===== src/hw/rtl/sfs_pkg.sv =====
// Shared types and constants for the sprite flipbook stepper.
// No dependencies.
`timescale 1ns / 1ps
package sfs_pkg;

	localparam int RAND_W     = 16;
	localparam int DIV_BITS   = 4;
	localparam int DIV_CYCLES = RAND_W / DIV_BITS;
	localparam int CNT_W      = $clog2(DIV_CYCLES);

	localparam logic [2:0] REG_STEP_MODE  = 3'd0;
	localparam logic [2:0] REG_WRAP_MODE  = 3'd1;
	localparam logic [2:0] REG_GRID_COLS  = 3'd2;
	localparam logic [2:0] REG_GRID_ROWS  = 3'd3;
	localparam logic [2:0] REG_THROTTLE   = 3'd4;

	localparam logic [2:0] MODE_RANDOM    = 3'd0;
	localparam logic [2:0] MODE_COL_UP    = 3'd1;
	localparam logic [2:0] MODE_COL_DOWN  = 3'd2;
	localparam logic [2:0] MODE_ROW_DOWN  = 3'd3;
	localparam logic [2:0] MODE_ROW_UP    = 3'd4;

	localparam logic [1:0] WRAP_NONE      = 2'd0;
	localparam logic [1:0] WRAP_INC       = 2'd1;
	localparam logic [1:0] WRAP_DEC       = 2'd2;
	localparam logic [1:0] WRAP_CLAMP     = 2'd3;

	typedef struct packed {
		logic accept;
		logic div_step;
		logic load_out;
	} sfs_cmd_t;

	typedef struct packed {
		logic particle;
		logic need_div;
	} sfs_stat_t;

endpackage


===== src/hw/rtl/sfs_ctrl.sv =====
// Sequencer for the sprite flipbook stepper: accept, remainder steps, result load.
// Depends on sfs_pkg.
`timescale 1ns / 1ps
module sfs_ctrl (
	input  logic             clk,
	input  logic             arst_n,
	input  logic             in_valid,
	output logic             in_ready,
	output logic             out_valid,
	input  logic             out_ready,
	input  sfs_pkg::sfs_stat_t stat,
	output sfs_pkg::sfs_cmd_t  cmd
);
	import sfs_pkg::*;

	typedef enum logic [1:0] {S_IDLE, S_DIV, S_FIN} state_t;

	state_t           state_q;
	logic [CNT_W-1:0] cnt_q;
	logic             out_valid_q;

	assign in_ready     = (state_q == S_IDLE);
	assign out_valid    = out_valid_q;
	assign cmd.accept   = in_valid && in_ready;
	assign cmd.div_step = (state_q == S_DIV);
	assign cmd.load_out = (state_q == S_FIN) && (!out_valid_q || out_ready);

	always_ff @(posedge clk or negedge arst_n) begin
		if (!arst_n) begin
			state_q     <= S_IDLE;
			cnt_q       <= '0;
			out_valid_q <= 1'b0;
		end else begin
			if (cmd.load_out)
				out_valid_q <= 1'b1;
			else if (out_valid_q && out_ready)
				out_valid_q <= 1'b0;
			case (state_q)
				S_IDLE: begin
					if (cmd.accept && stat.particle) begin
						cnt_q   <= '0;
						state_q <= stat.need_div ? S_DIV : S_FIN;
					end
				end
				S_DIV: begin
					cnt_q <= cnt_q + 1'b1;
					if (cnt_q == CNT_W'(DIV_CYCLES - 1))
						state_q <= S_FIN;
				end
				S_FIN: begin
					if (cmd.load_out)
						state_q <= S_IDLE;
				end
				default: state_q <= S_IDLE;
			endcase
		end
	end

endmodule


===== src/hw/rtl/sfs_datapath.sv =====
// Datapath: configuration registers, throttle countdown, remainder unit and cell step.
// Depends on sfs_pkg.
`timescale 1ns / 1ps
module sfs_datapath (
	input  logic             clk,
	input  logic             arst_n,
	input  logic             cfg_valid,
	input  logic [2:0]       cfg_index,
	input  logic [23:0]      cfg_data,
	input  logic             kind,
	input  logic [15:0]      frame_time,
	input  logic [7:0]       col_index,
	input  logic [7:0]       row_index,
	input  logic [15:0]      random_col,
	input  logic [15:0]      random_row,
	input  sfs_pkg::sfs_cmd_t  cmd,
	output sfs_pkg::sfs_stat_t stat,
	output logic [7:0]       new_col,
	output logic [7:0]       new_row
);
	import sfs_pkg::*;

	logic [2:0]  step_mode_q;
	logic [1:0]  wrap_mode_q;
	logic [8:0]  grid_cols_q;
	logic [8:0]  grid_rows_q;
	logic [23:0] throttle_period_q;
	logic signed [24:0] throttle_left_q;
	logic        advance_q;

	logic [7:0]        col_q, row_q;
	logic [RAND_W-1:0] dcol_q, drow_q;
	logic [7:0]        rcol_q, rrow_q;
	logic [7:0]        new_col_q, new_row_q;

	logic [8:0]  cols, rows;
	logic [8:0]  c, r;
	logic [7:0]  rcol_nx, rrow_nx;
	logic signed [25:0] left_nx;

	function automatic logic [8:0] gsize(input logic [8:0] v);
		if (v == 9'd0)
			return 9'd1;
		else if (v > 9'd256)
			return 9'd256;
		else
			return v;
	endfunction

	function automatic logic [8:0] up_f(input logic [8:0] idx, input logic [8:0] n);
		logic [8:0] t;
		t = idx + 9'd1;
		return (t >= n) ? 9'd0 : t;
	endfunction

	function automatic logic [8:0] down_f(input logic [8:0] idx, input logic [8:0] n);
		return (idx == 9'd0) ? n - 9'd1 : idx - 9'd1;
	endfunction

	function automatic logic [8:0] carry_f(input logic [8:0] idx, input logic [8:0] n,
			input logic [1:0] wm);
		case (wm)
			WRAP_INC: return up_f(idx, n);
			WRAP_DEC: return down_f(idx, n);
			default:  return idx;
		endcase
	endfunction

	// DIV_BITS restoring steps of a remainder by d
	function automatic logic [7:0] rem_f(input logic [7:0] rem, input logic [DIV_BITS-1:0] bits,
			input logic [8:0] d);
		logic [8:0] t;
		logic [7:0] rr;
		rr = rem;
		for (int i = DIV_BITS - 1; i >= 0; i--) begin
			t = {rr, bits[i]};
			if (t >= d)
				t = t - d;
			rr = t[7:0];
		end
		return rr;
	endfunction

	assign cols = gsize(grid_cols_q);
	assign rows = gsize(grid_rows_q);

	assign stat.particle = kind;
	assign stat.need_div = kind && advance_q && (step_mode_q == MODE_RANDOM);

	assign rcol_nx = rem_f(rcol_q, dcol_q[RAND_W-1 -: DIV_BITS], cols);
	assign rrow_nx = rem_f(rrow_q, drow_q[RAND_W-1 -: DIV_BITS], rows);

	assign left_nx = 26'(throttle_left_q) - $signed({10'd0, frame_time});

	always_comb begin
		c = {1'b0, col_q};
		r = {1'b0, row_q};
		if (advance_q) begin
			case (step_mode_q)
				MODE_RANDOM: begin
					c = {1'b0, rcol_q};
					r = {1'b0, rrow_q};
				end
				MODE_COL_UP: begin
					if (cols > 9'd1) begin
						c = c + 9'd1;
						if (c >= cols) begin
							c = 9'd0;
							if (wrap_mode_q == WRAP_CLAMP) begin
								r = r + 9'd1;
								if (r >= rows) begin
									r = rows - 9'd1;
									c = cols - 9'd1;
								end
							end else begin
								r = carry_f(r, rows, wrap_mode_q);
							end
						end
					end
				end
				MODE_COL_DOWN: begin
					if (cols > 9'd1) begin
						if (c == 9'd0)
							r = carry_f(r, rows, wrap_mode_q);
						c = down_f(c, cols);
					end
				end
				MODE_ROW_DOWN: begin
					if (rows > 9'd1) begin
						if (r == 9'd0)
							c = carry_f(c, cols, wrap_mode_q);
						r = down_f(r, rows);
					end
				end
				MODE_ROW_UP: begin
					if (rows > 9'd1) begin
						if (r + 9'd1 >= rows)
							c = carry_f(c, cols, wrap_mode_q);
						r = up_f(r, rows);
					end
				end
				default: ;
			endcase
		end
	end

	always_ff @(posedge clk or negedge arst_n) begin
		if (!arst_n) begin
			step_mode_q       <= MODE_COL_UP;
			wrap_mode_q       <= WRAP_INC;
			grid_cols_q       <= 9'd1;
			grid_rows_q       <= 9'd1;
			throttle_period_q <= '0;
			throttle_left_q   <= '0;
			advance_q         <= 1'b0;
		end else begin
			if (cfg_valid) begin
				case (cfg_index)
					REG_STEP_MODE: step_mode_q       <= cfg_data[2:0];
					REG_WRAP_MODE: wrap_mode_q       <= cfg_data[1:0];
					REG_GRID_COLS: grid_cols_q       <= cfg_data[8:0];
					REG_GRID_ROWS: grid_rows_q       <= cfg_data[8:0];
					REG_THROTTLE:  throttle_period_q <= cfg_data;
					default: ;
				endcase
			end
			if (cmd.accept && !kind) begin
				if (throttle_period_q != 24'd0) begin
					if (left_nx > 26'sd0) begin
						throttle_left_q <= left_nx[24:0];
						advance_q       <= 1'b0;
					end else begin
						throttle_left_q <= $signed({1'b0, throttle_period_q});
						advance_q       <= 1'b1;
					end
				end else begin
					advance_q <= 1'b1;
				end
			end
		end
	end

	always_ff @(posedge clk) begin
		if (cmd.accept && kind) begin
			col_q  <= col_index;
			row_q  <= row_index;
			dcol_q <= random_col;
			drow_q <= random_row;
			rcol_q <= '0;
			rrow_q <= '0;
		end else if (cmd.div_step) begin
			dcol_q <= dcol_q << DIV_BITS;
			drow_q <= drow_q << DIV_BITS;
			rcol_q <= rcol_nx;
			rrow_q <= rrow_nx;
		end
		if (cmd.load_out) begin
			new_col_q <= c[7:0];
			new_row_q <= r[7:0];
		end
	end

	assign new_col = new_col_q;
	assign new_row = new_row_q;

endmodule


===== src/hw/rtl/sprite_flipbook_stepper.sv =====
// Sprite flipbook stepper: advances each particle's atlas cell per animation frame.
// Input channel in_valid/in_ready carries frame ticks (kind 0) and particles (kind 1);
// output channel out_valid/out_ready carries one beat per particle, none per tick.
// Configuration channel cfg_valid/cfg_ready (always ready) writes register cfg_index:
//   0 step_mode, 1 wrap_mode, 2 grid_cols, 3 grid_rows, 4 throttle_period.
// A frame tick updates the advance flag and, when a throttle period is set, the countdown.
// A particle's result is registered from its final step once the output register is free;
// in random mode on an advancing frame it first runs the remainder steps, where a column
// and a row remainder unit each retire 4 dividend bits per cycle over 16-bit random words.
// One item is in flight at a time; in_ready is high whenever the sequencer is idle,
// including while a finished result waits in the output register.
// If the receiver stalls, the result is held and a following particle waits in its
// final step until the output register is free.
// Reset clears the throttle, the advance flag and the result valid, and loads the
// register defaults; particles before any tick return their cell unchanged.
// Depends on sfs_pkg, sfs_ctrl and sfs_datapath.
`timescale 1ns / 1ps
module sprite_flipbook_stepper (
	input  logic        clk,
	input  logic        arst_n,
	input  logic        cfg_valid,
	output logic        cfg_ready,
	input  logic [2:0]  cfg_index,
	input  logic [23:0] cfg_data,
	input  logic        in_valid,
	output logic        in_ready,
	input  logic        kind,
	input  logic [15:0] frame_time,
	input  logic [7:0]  col_index,
	input  logic [7:0]  row_index,
	input  logic [15:0] random_col,
	input  logic [15:0] random_row,
	output logic        out_valid,
	input  logic        out_ready,
	output logic [7:0]  new_col,
	output logic [7:0]  new_row
);
	import sfs_pkg::*;

	sfs_cmd_t  cmd;
	sfs_stat_t stat;

	assign cfg_ready = 1'b1;

	sfs_ctrl u_ctrl (
		.clk       (clk),
		.arst_n    (arst_n),
		.in_valid  (in_valid),
		.in_ready  (in_ready),
		.out_valid (out_valid),
		.out_ready (out_ready),
		.stat      (stat),
		.cmd       (cmd)
	);

	sfs_datapath u_dp (
		.clk        (clk),
		.arst_n     (arst_n),
		.cfg_valid  (cfg_valid && cfg_ready),
		.cfg_index  (cfg_index),
		.cfg_data   (cfg_data),
		.kind       (kind),
		.frame_time (frame_time),
		.col_index  (col_index),
		.row_index  (row_index),
		.random_col (random_col),
		.random_row (random_row),
		.cmd        (cmd),
		.stat       (stat),
		.new_col    (new_col),
		.new_row    (new_row)
	);

endmodule


===== config.mk =====
export PLATFORM = sky130hd
export DESIGN_NAME = sprite_flipbook_stepper
export DESIGN_NICKNAME = d
export VERILOG_FILES = /design/src/hw/rtl/sfs_pkg.sv /design/src/hw/rtl/sfs_ctrl.sv /design/src/hw/rtl/sfs_datapath.sv /design/src/hw/rtl/sprite_flipbook_stepper.sv
export SDC_FILE = /design/constraint.sdc
export NUM_CORES = 1
export LEC_CHECK = 0
export BUFFER_PORTS_ARGS = -buffer_cell sky130_fd_sc_hd__clkbuf_2
export CORE_UTILIZATION = 45
export DETAILED_ROUTE_END_ITERATION = 10
export GPL_TIMING_DRIVEN = 0
export PLACE_DENSITY_LB_ADDON = 0.2
export SYNTH_ARGS = -nofsm -noshare
export SYNTH_HDL_FRONTEND = slang
export SYNTH_SLANG_ARGS = --single-unit

===== constraint.sdc =====
create_clock -name clk -period 11.7 [get_ports clk]
set_input_delay 0.585 -clock clk [delete_from_list [all_inputs] [get_ports clk]]
set_output_delay 0.585 -clock clk [all_outputs]
set_load 0.02 [all_outputs]

==> tab_implementation.tex <==
\begin{tabular}{lr}
\hline
Metric & Value \\
\hline
\multicolumn{2}{l}{\textbf{Outcome}} \\
\quad Run status & completed \\
\multicolumn{2}{l}{\textbf{Synthesis}} \\
\quad Yosys warning count & 0 \\
\quad Seq/Total Area, Yosys & 30.54\% \\
\quad Leading cell type by number of instances after synthesis & sky130\_fd\_sc\_hd\_\_nand2\_1 \\
\quad Netlist Area Pre-Place & 13750 µm² \\
\quad Top cell type's share of synthesized area & 13.98\% \\
\quad Number of cells produced by synthesis & 1518 \\
\quad Register bit count reported by yosys & 158 \\
\quad Synth unique cells & 100 \\
\quad Cell taking the most area after synthesis & sky130\_fd\_sc\_hd\_\_edfxtp\_1 \\
\quad Syn Nets & 1743 \\
\quad Synth area leaders & sky130\_fd\_sc\_hd\_\_edfxtp\_1 (14\%), sky130\_fd\_sc\_hd\_\_dfrtp\_1 (13\%), sky130\_fd\_sc\_hd\_\_ha\_1 (11\%) \\
\quad Post-synth EDFFs & 64 \\
\quad Top cells by count, synth & sky130\_fd\_sc\_hd\_\_nand2\_1 (131), sky130\_fd\_sc\_hd\_\_ha\_1 (119), sky130\_fd\_sc\_hd\_\_nor2\_1 (109) \\
\quad Primary FF master, synth & sky130\_fd\_sc\_hd\_\_dfrtp\_1 \\
\quad Average cell area after synthesis & 9.058 µm² \\
\quad Async set-or-reset flop fraction in the synthesized netlist & 49.37\% \\
\multicolumn{2}{l}{\textbf{Layout}} \\
\quad Area of the multi-input gates & 8982 µm² \\
\quad Number of nets in the final layout & 1879 \\
\quad Fraction of layout instances using a drive strength above 1 & 18.78\% \\
\quad Final instance area & 15510 µm² \\
\quad Synth-to-layout area growth & 12.82\% \\
\quad Final cell count without fillers & 2059 \\
\quad Sequential Area & 4199 µm² \\
\quad Filler instances & 2758 \\
\multicolumn{2}{l}{\textbf{Clocking}} \\
\quad TritonCTS clock tree & done \\
\quad Clock sink count & 158 \\
\quad Clock transition at the register clock pins on the worst setup and hold paths after CTS & 0.07 ns \\
\quad Number of hold buffers added after cts & 0 \\
\quad Source-to-sink clock delay at the later pin of the worst-skew pair & 0.44 ns \\
\quad Count of instances resized after the clock tree is built & 1 \\
\quad Number of buffers created by CTS & 17 \\
\quad Postcts setup bufs & 0 \\
\quad H-tree level count & 4 \\
\quad Clock tree buffer depth & 2 \\
\quad Master cell of the clock root buffer & sky130\_fd\_sc\_hd\_\_clkbuf\_16 \\
\multicolumn{2}{l}{\textbf{Worst setup path}} \\
\quad Required time reported for the critical path endpoint & 12.00 ns \\
\quad Type of element launching the critical path & flip-flop \\
\quad Arr. time, crit path & 11.23 ns \\
\quad Cell with the most instances on the worst path & sky130\_fd\_sc\_hd\_\_o21ai\_0 \\
\quad Number of cells on the worst reg-to-reg path & 43 \\
\quad Worst setup path class & flip-flop to flip-flop \\
\quad Peak fanout along the critical path & 9 \\
\quad Critical path endpoint category & flip-flop \\
\quad Critical path's largest stage delay & 0.50 ns \\
\quad Crit-path slowest cell & sky130\_fd\_sc\_hd\_\_o41ai\_1 \\
\multicolumn{2}{l}{\textbf{GRT}} \\
\quad Via count of the first global-routing pass & 11780 \\
\quad Pin count of the biggest net entering global routing & 56 \\
\quad Number of antenna violations at the first check in global routing & 2 \\
\quad Grt total ovfl & 0 \\
\quad First-pass GRT wire length & 62830 µm \\
\quad Global routing usage summed across all routing layers & 25.69\% \\
\multicolumn{2}{l}{\textbf{Floorplanning}} \\
\quad Initial Util & 46.03\% \\
\quad X dimension of the die & 176.8 µm \\
\quad Height of the die & 176.8 µm \\
\quad I/O pins & 116 \\
\quad Site Rows & 63 \\
\quad Die footprint & 31260 µm² \\
\quad Placeable core region & 29870 µm² \\
\multicolumn{2}{l}{\textbf{Routing}} \\
\quad Final Routed Wirelength & 40120 µm \\
\quad Violation count after the first detailed-route iteration & 1266 \\
\quad Routed vias & 12450 \\
\quad Antenna Nets Post-Route & 0 \\
\quad Residual DRC & 0 \\
\quad Count of TritonRoute iterations in the first routing pass & 8 \\
\quad Average wire per cell in the routed design & 19.49 µm \\
\quad Vias per inst & 6.045 \\
\multicolumn{2}{l}{\textbf{Place}} \\
\quad Post-placement cell area & 14860 µm² \\
\quad IO buf count & 114 \\
\quad DP Cell Count & 2025 \\
\quad Dpl hpwl & 30560 µm \\
\quad Weighted congestion at the end of routability-driven global placement & 0.9328 \\
\multicolumn{2}{l}{\textbf{Timing}} \\
\quad Slew Viols, Final & 0 \\
\quad Final period demand of the worst path & 10.93 ns \\
\quad Max Clock Skew & 0.02258 ns \\
\quad Maximum clock rate & 91.48 MHz \\
\quad Relative slew slack & 18.17\% \\
\quad Total count of hold-check failures in the final report & 0 \\
\quad Final number of setup-violating endpoints & 0 \\
\quad Period utilization & 93.43\% \\
\quad Unrepaired setup endpoints after global routing & false \\
\quad Worst-margin pin slew & 1.226 ns \\
\quad Post-Route Hold Slack & 0.08328 ns \\
\multicolumn{2}{l}{\textbf{Run}} \\
\quad Maximum capacitance violations & 0 \\
\multicolumn{2}{l}{\textbf{Min path}} \\
\quad Min-delay worst type & input pin to async pin \\
\hline
\end{tabular}
[metrics by stage]
stage          setup WS (ns)  TNS, ns  utilization [%]
5_1_grt            0.0003784        0            51.91
2_1_floorplan          1.715        0                -
4_1_cts              0.07512        0            51.79
3_5_place_dp         -0.2148   -1.452            49.75
6_report              0.7682        0            51.93
3_3_place_gp        -0.09450  -0.3515            49.57
[state kept, by name (all words and copies together) (netlist names)]
register,count
u_dp.rrow_q,8
u_dp.throttle_left_q,25
u_dp.grid_rows_q,9
u_dp.rcol_q,8
u_dp.new_col,8
u_ctrl.out_valid,1
u_ctrl.cnt_q,2
u_dp.drow_q,16
u_dp.throttle_period_q,24
u_dp.dcol_q,16
u_dp.advance_q,1
u_dp.step_mode_q,3
u_dp.row_q,8
u_dp.col_q,8
u_ctrl.state_q,2
u_dp.new_row,8
u_dp.grid_cols_q,9
u_dp.wrap_mode_q,2
[cell families after synthesis]
logic type / share of synthesized area, %
AND/OR/NAND/NOR: 17.71
AO/OA/AOI/OAI: 20.30
flip-flops: 30.54
buffers and inverters: 4.468
adder cells (fa/ha/maj): 12.14
multiplexers: 10.11
XOR/XNOR: 4.713
other: 0.02727
[final timing paths]
kind | startpoint | end | slack, ns
max reg2reg | u_dp.grid_cols_q[3] | u_dp.rcol_q[1] | 0.77
min reg2reg | u_ctrl.cnt_q[0] | u_ctrl.cnt_q[0] | 0.50
max | u_dp.grid_cols_q[3] | u_dp.rcol_q[1] | 0.77
min in group clk | row_index[0] | u_dp.row_q[0] | 0.32
min | arst_n | u_dp.throttle_period_q[16] | 0.08
max in group asynchronous | arst_n | u_dp.grid_cols_q[0] | 10.96
[routing by layer]
layer / GRT usage, % / vias to the layer above / part of all wire, % / routed length, µm
met3: 5.498 / 79 / 7.5 / 3018
met5: 0 / - / 0 / 0
li1: - / 5949 / - / -
met2: 40.92 / 535 / 46 / 18270
met1: 34.87 / 5883 / 45 / 17910
met4: 7.471 / 0 / 2.3 / 919
[cell usage in the layout (no fill, tap or decap), types with 20 or more instances in the layout]
master	count
sky130_fd_sc_hd__nand4_1	20
sky130_fd_sc_hd__a21oi_1	79
sky130_fd_sc_hd__inv_1	81
sky130_fd_sc_hd__xnor2_1	36
sky130_fd_sc_hd__nor3_1	32
sky130_fd_sc_hd__a21o_1	29
sky130_fd_sc_hd__edfxtp_1	64
sky130_fd_sc_hd__nor2_1	108
sky130_fd_sc_hd__nor2b_1	24
sky130_fd_sc_hd__nand3_1	41
sky130_fd_sc_hd__ha_1	119
sky130_fd_sc_hd__mux2_2	103
sky130_fd_sc_hd__nand2b_1	24
sky130_fd_sc_hd__mux2i_1	23
sky130_fd_sc_hd__xor2_1	38
sky130_fd_sc_hd__o21ai_0	100
sky130_fd_sc_hd__nor4_1	21
sky130_fd_sc_hd__dfrtp_1	74
sky130_fd_sc_hd__nand2_1	131
sky130_fd_sc_hd__clkbuf_1	46
sky130_fd_sc_hd__clkbuf_2	114
[area by class of cell]
type,instances,share of cell area (%)
clock buffer,17,2.742
timing repair buffer,117,4.000
antenna,2,0.03226
tap,390,3.145
buffer,59,1.984
sequential,158,27.07
inverter,82,1.984
clock inverter,15,1.145
multi-input combinational,1219,57.90
[worst max-delay path: cells and delay by family, from the launching register on]
| family | cells | cell delay [ns] |
|---|---|---|
| flip-flops | 1 | 0.43 |
| AO/OA/AOI/OAI | 20 | 4.82 |
| adder cells (fa/ha/maj) | 4 | 1.08 |
| buffers and inverters | 4 | 0.90 |
| AND/OR/NAND/NOR | 11 | 2.05 |
| multiplexers | 4 | 1.52 |
Power is left out: the tool's default activity adds up to more than one toggle a clock period on the data nets, which glitch-free logic cannot reach.
